==> config.mk <==
export PLATFORM = sky130hd
export DESIGN_NAME = kmps_ctrl
export DESIGN_NICKNAME = d
export VERILOG_FILES = /design/src/rtl/kmps_pkg.sv /design/src/rtl/kmps_ctrl.sv
export SDC_FILE = /design/constraint.sdc
export NUM_CORES = 1
export LEC_CHECK = 0
export BUFFER_PORTS_ARGS = -buffer_cell sky130_fd_sc_hd__buf_2
export CORE_AREA = 2 2 39 41
export DETAILED_ROUTE_END_ITERATION = 10
export DIE_AREA = 0 0 41 43
export GPL_TIMING_DRIVEN = 1
export HOLD_SLACK_MARGIN = 0.08
export PLACE_DENSITY = 0.52
export SETUP_SLACK_MARGIN = 0.1
export SLEW_MARGIN = 20
export SYNTH_ARGS = -nofsm -noshare
export SYNTH_HDL_FRONTEND = slang
export SYNTH_SLANG_ARGS = --single-unit
==> constraint.sdc <==
create_clock -name clock -period 2.1 [get_ports clock]
set_input_delay 0.105 -clock clock [delete_from_list [all_inputs] [get_ports clock]]
set_output_delay 0.105 -clock clock [all_outputs]
set_load 0.03 [all_outputs]
==> src/rtl/kmps_pkg.sv <==
// kmps_pkg: field widths, command codes and the control/status bundles
// shared by the kth-marked-position select controller and datapath.
// No dependencies.
`timescale 1ns / 1ps

package kmps_pkg;

   localparam int POS_W  = 11;
   localparam int VAL_W  = 32;
   localparam int RANK_W = 11;
   localparam int CNT_W  = 32;
   localparam int CMD_W  = 2;

   localparam logic [CMD_W-1:0] CMD_LOAD  = 2'd0;
   localparam logic [CMD_W-1:0] CMD_MARK  = 2'd1;
   localparam logic [CMD_W-1:0] CMD_QUERY = 2'd2;

   localparam logic [POS_W-1:0] CFG_RESET = 11'd1024;

   typedef struct packed {
      logic clear_step;
      logic load_write;
      logic mark_start;
      logic mark_step;
      logic query_start;
      logic query_step;
      logic out_load;
   } kmps_cmd_type;

   typedef struct packed {
      logic clear_last;
      logic pos_ok;
      logic mark_last;
      logic query_last;
      logic out_free;
   } kmps_status_type;

endpackage

==> src/rtl/kmps_ctrl.sv <==
// kmps_ctrl: sequencer for the clearing pass, mark tree update and query descent.
// Depends on kmps_pkg; drives the command bundle of kmps_datapath.
`timescale 1ns / 1ps

module kmps_ctrl (
   input  logic                    clock,
   input  logic                    reset,
   input  logic                    req_valid,
   input  logic [1:0]              req_command,
   output logic                    req_ready,
   input  kmps_pkg::kmps_status_type status,
   output kmps_pkg::kmps_cmd_type    cmd
);
   import kmps_pkg::*;

   localparam logic [2:0] S_CLEAR = 3'd0;
   localparam logic [2:0] S_IDLE  = 3'd1;
   localparam logic [2:0] S_MARK  = 3'd2;
   localparam logic [2:0] S_QUERY = 3'd3;
   localparam logic [2:0] S_QDONE = 3'd4;

   logic [2:0] state_ff;
   logic [2:0] state_in;

   assign req_ready = (state_ff == S_IDLE);

   always_comb begin
      state_in = state_ff;
      cmd      = '0;
      unique case (state_ff)
         S_CLEAR: begin
            cmd.clear_step = 1'b1;
            if (status.clear_last) begin
               state_in = S_IDLE;
            end
         end
         S_IDLE: begin
            if (req_valid) begin
               unique case (req_command)
                  CMD_LOAD: begin
                     cmd.load_write = status.pos_ok;
                  end
                  CMD_MARK: begin
                     if (status.pos_ok) begin
                        cmd.mark_start = 1'b1;
                        state_in       = S_MARK;
                     end
                  end
                  CMD_QUERY: begin
                     cmd.query_start = 1'b1;
                     state_in        = S_QUERY;
                  end
                  default: begin
                     state_in = S_IDLE;
                  end
               endcase
            end
         end
         S_MARK: begin
            cmd.mark_step = 1'b1;
            if (status.mark_last) begin
               state_in = S_IDLE;
            end
         end
         S_QUERY: begin
            cmd.query_step = 1'b1;
            if (status.query_last) begin
               state_in = S_QDONE;
            end
         end
         S_QDONE: begin
            if (status.out_free) begin
               cmd.out_load = 1'b1;
               state_in     = S_IDLE;
            end
         end
         default: begin
            state_in = S_IDLE;
         end
      endcase
   end

   always_ff @(posedge clock) begin
      if (reset) begin
         state_ff <= S_CLEAR;
      end else begin
         state_ff <= state_in;
      end
   end

endmodule

## Word-level counts from Yosys, hierarchy flattened

Cells that the tools add are included.

| storage, ports and cells | value |
|---|---|
| register bits | 3 |
| output and inout port bits | 8 |

| operators by class | value |
|---|---|
| eq/ne operators | 13 |
| muxes and demuxes | 21 |
| reduce and logical (&&, ||, !) cells | 3 |

Operators by type and width:

| cell | number |
|---|---|
| 2-to-1 mux 3 bit | 6 |
| case mux 3 bit (5 select lines) | 1 |
| inequality test 2 bit (second input constant) | 6 |
| 2-to-1 mux 1 bit | 11 |
| case mux 3 bit (3 select lines) | 1 |
| AND reduction 7 bit | 1 |
| == test 3 x 2 -> 1 bit (second input constant) | 2 |
| 2-to-1 mux 2 bit | 2 |
| == test 3 x 1 -> 1 bit (second input constant) | 1 |
| == test 3 bit (second input constant) | 1 |
| zero test 3 bit | 1 |
| inequality test 3 bit (second input constant) | 1 |
| == test 2 x 1 -> 1 bit (second input constant) | 1 |
| == test 2 bit (second input constant) | 1 |
| zero test 2 bit | 1 |

## Depth between registers and ports, before layout

| depth | value |
|---|---|
| word-level depth | 4 |
| gate-level depth with buffers | 5 |
| mapped depth without buffers | 5 |

## Worst setup path after synthesis

Ideal clock, no wire load.

| timing | value |
|---|---|
| path type | register to output |
| from | reg state_ff[0] |
| to | out cmd[0] (netlist name) |
| arrival | 1264 ps |
| required time | 1995 ps |
| slack | 731 ps |
| cell stages (with the launch flop) | 3 |
| path through | dfxtp_1 -> nand2b_1 -> nor3b_1 |

RTL lines:

| element | RTL line | text |
|---|---|---|
| from (decl) | kmps_ctrl.sv:22 | `logic [2:0] state_ff;` |
| from (signal assigned) | kmps_ctrl.sv:87 | `state_ff <= state_in;` |
| to (decl) | kmps_ctrl.sv:12 | `output kmps_pkg::kmps_cmd_type cmd` |

==> results list <==
- Number of cells on the worst reg-to-reg path: 3
* Number of nets at the end of the flow: 75
- The max-slew violation total from the final report came to 0.
- After layout, the design draws a total of 0.216 mW.
- GRT busiest layer: met2
- H-tree levels: 1
- A synthesized cell averages 7.76 um^2.
* Actual transition at the worst max-transition pin: 0.361 ns
* Startpoint types: flip-flop
- TritonCTS Sinks: 3
- Setup violations remaining at the end of the flow were counted as 0.
* Initial antenna violation count: 0
- Fillcell total: 153
* Biggest regs: state_ff x3
* Final GP Congestion: 0.692
- For this design the top-level I/O count stands at 18.
- Count of cell types in the netlist: 23
- The number of antenna diodes in the final layout is 0.
- Timing would allow up to 0.655 GHz.
* Crit share post-route: 72.7%
- The number of nets in the synthesized netlist is 54.
- The cell count after synthesis came out at 40.
- In this run the tightest slew margin relative to its limit is 75.3%.
* Global routing met3 resource utilization: 3.14%
* Max reg flops: 3
- Maximum number of pins on one net before global-route repair: 14
* Sequential cell area fraction in the yosys report: 19.4%
* Total Neg Setup Slack: 0 ns
* Highest-delay cell along the critical path: dfxtp_1
* CP Buf/Inv Count: 1
* Count of final hold-check violations: 0
- TritonCTS clock tree: built
* Initial core utilization: 22.4%
- GRT overflow: 0
* Fin worst setup slack: 0.573 ns
- The die is 41 um wide.
- Placement Setup Slack: 0.809 ns
- For this run, global-route usage on met2 was measured as 15.3%.
* Tightest Hold Check Type: input port to flip-flop
- Cells traversed along the worst timing path: and4bb_2 > and3_1 > buf_2
- Post-route clock skew: 0.000146 ns
- The tool flagged a number of max-cap violations equal to 0.
- After clock tree synthesis, the flow added hold-fix buffers numbering 0.
* Number of remaining DRC errors: 0
- For the worst-skew pair, the clock arrives at the later sink with an insertion delay of 0.23 ns.
- The first global-routing pass estimated 1170 um of wire.
- In the final layout, flip-flops and latches occupy 60.1 um^2.
- Number of vias in the routed layout: 345
* Primary FF master, synth: dfxtp_1
- Die Ht: 43 um
- The synthesized design spends more area on one cell type than any other, namely dfxtp_1.
- GR met1 Demand/Resource: 10.3%
- Number of global-route vias before repair: 309
- Counting flops and latches in the post-synthesis netlist gives 3.
* Fraction of post-synthesis cell area in the top cell type by area: 19.4%
* Number of flops mapped to enable cells by yosys: 0
- For the worst setup path, the data required time is 2.00 ns.
* Final antenna-violating net count: 0
- Tracing the worst setup path back leads to its startpoint at state_ff[1]$_SDFFE_PP0P_.
* Number of instances resized during post-cts repair: 0
* Netlist Area Pre-Place: 310 um^2
- Register bank with the most flops: state_ff
- In this run the standard cell core region covers 1380 um^2.
- Counting instances in the post-synthesis netlist gives the leading cell types as nor2_1 (5), ha_1 (4), inv_1 (4).
- Setup repair after global routing left no endpoint under its margin.
- Share of final-layout standard cells stronger than drive strength 1: 35.0%
- Biggest area contributors in the synthesized netlist: dfxtp_1 (19%), ha_1 (16%), nand2b_1 (6.0%), nor2_1 (6.0%), nor3_1 (4.8%)
- The clock passes through at most 2 buffers.
- Synth Warn #: 0
* Vias per std cell: 4.54
- The worst path needs 1.53 ns of the cycle, external delays included.
- Starting DRT DRC Count: 6
- Gr usage total: 9.63%
- Crit path max-delay family: flip-flops
* Area growth from synthesis to final layout: 40.7%
* Aggregate routed wire length: 746 um
* Static leakage: 0.224 nW
- The die covers 1760 um^2.
* Critical Path Sink Type: output port
- For this design the ratio of total power to cell area is 494 nW/um^2.
- Top-count cell post-synth: nor2_1
- Launch point of the worst reg-to-reg path: state_ff[1]$_SDFFE_PP0P_
* Critical path's largest stage delay: 0.53 ns
- For the worst setup path, the data arrival time is 1.42 ns.
- Following the worst setup path forward leads to its endpoint at cmd[4].
- The critical path is of the flip-flop to output port type.
* Highest fanout seen on the critical path: 13
* Row count: 14
* Detailed Routing Iterations Pass 1: 2
* CTS Buf Count: 3
- Wire length per cell: 9.82 um
- Maximum vdd drop: 0.148 mV
- FFs w/ async S/R, synth: 0%
- The number of setup buffers added after CTS is 0.
- Result of the run: finished clean
- Multi-input combinational cell area: 230 um^2
* Count of port buffers added during placement: 17
- The worst register-to-register path has a setup slack of 0.84 ns.
- Clock slew seen by the registers of the worst setup and hold paths: 0.03 ns
- The worst register-to-register path ends at state_ff[0]$_SDFFE_PP0P_.
- Count of cell instances traversed by the critical path: 3
- In this run the clock root is driven by a clkbuf_4.
==> worst min-delay path by stage <==
stage	startpoint	to	cells after the start
global placement	reset	state_ff[2]$_SDFFE_PP0P_	2
global route	reset	state_ff[2]$_SDFFE_PP0P_	2
floorplan	reset	state_ff[2]$_SDFFE_PP0P_	1
finish	reset	state_ff[2]$_SDFFE_PP0P_	2
detailed placement	reset	state_ff[2]$_SDFFE_PP0P_	2
CTS	reset	state_ff[2]$_SDFFE_PP0P_	2
==> cells in the final DEF, fill, tap and decap left out <==
cell type  Yosys  routed
inv_1          4       4
ha_1           4       4
and4bb_2       1       1
o21ai_0        1       1
or2b_1         1       1
nand2_1        1       1
a311oi_1       1       1
mux2i_1        1       1
clkbuf_1       0       1
dfxtp_1        3       3
nor2_1         5       5
buf_2          1      17
nor3_1         3       3
nand4b_1       1       1
nor2b_1        1       1
o21ai_1        1       1
nand2b_1       3       3
clkbuf_4       0       3
o32a_1         1       1
nor3b_1        1       1
and3_1         2       2
nand3_1        1       1
a2111oi_0      1       1
and2_1         1       1
a2111oi_1      1       1
==> area by class of cell <==
| cell class | instances | area share (%) |
|---|---|---|
| Inverter | 4 | 3.44 |
| Sequential cell | 3 | 13.8 |
| Tap cell | 16 | 4.58 |
| Clock buffer | 4 | 6.02 |
| Timing Repair Buffer | 17 | 19.5 |
| Multi-Input combinational cell | 32 | 52.7 |
==> power by group <==
part	internal, mW	switching [mW]
Clock	0.0710	0.0259
Sequential	0.0598	0.00509
Combinational	0.0230	0.0311
Total	0.154	0.0621
==> layer usage <==
layer	share of wire, %	wire length, um
met1	41	308
met4	0	0
met3	5.4	40
met5	0	0
met2	53	397
==> per-stage QoR <==
step	hold slack, ns	instances	util, %	cell area [um^2]
after floorplan	0.177	40	-	310
after global placement	0.328	72	29.7	410
after detailed placement	0.333	72	29.7	410
after CTS	0.0919	76	31.6	437
after global routing	0.0932	76	31.6	437
final	0.103	76	31.6	437
==> cells by family after synthesis <==
logic type	count (synthesis)	share of synthesized area, %
AO/OA/AOI/OAI	6	15.3
multiplexers	1	3.23
AND/OR/NAND/NOR	21	39.5
adder cells (fa/ha/maj)	4	16.1
buffers and inverters	5	6.45
flip-flops	3	19.4
Power figures use the tool's default switching activity.
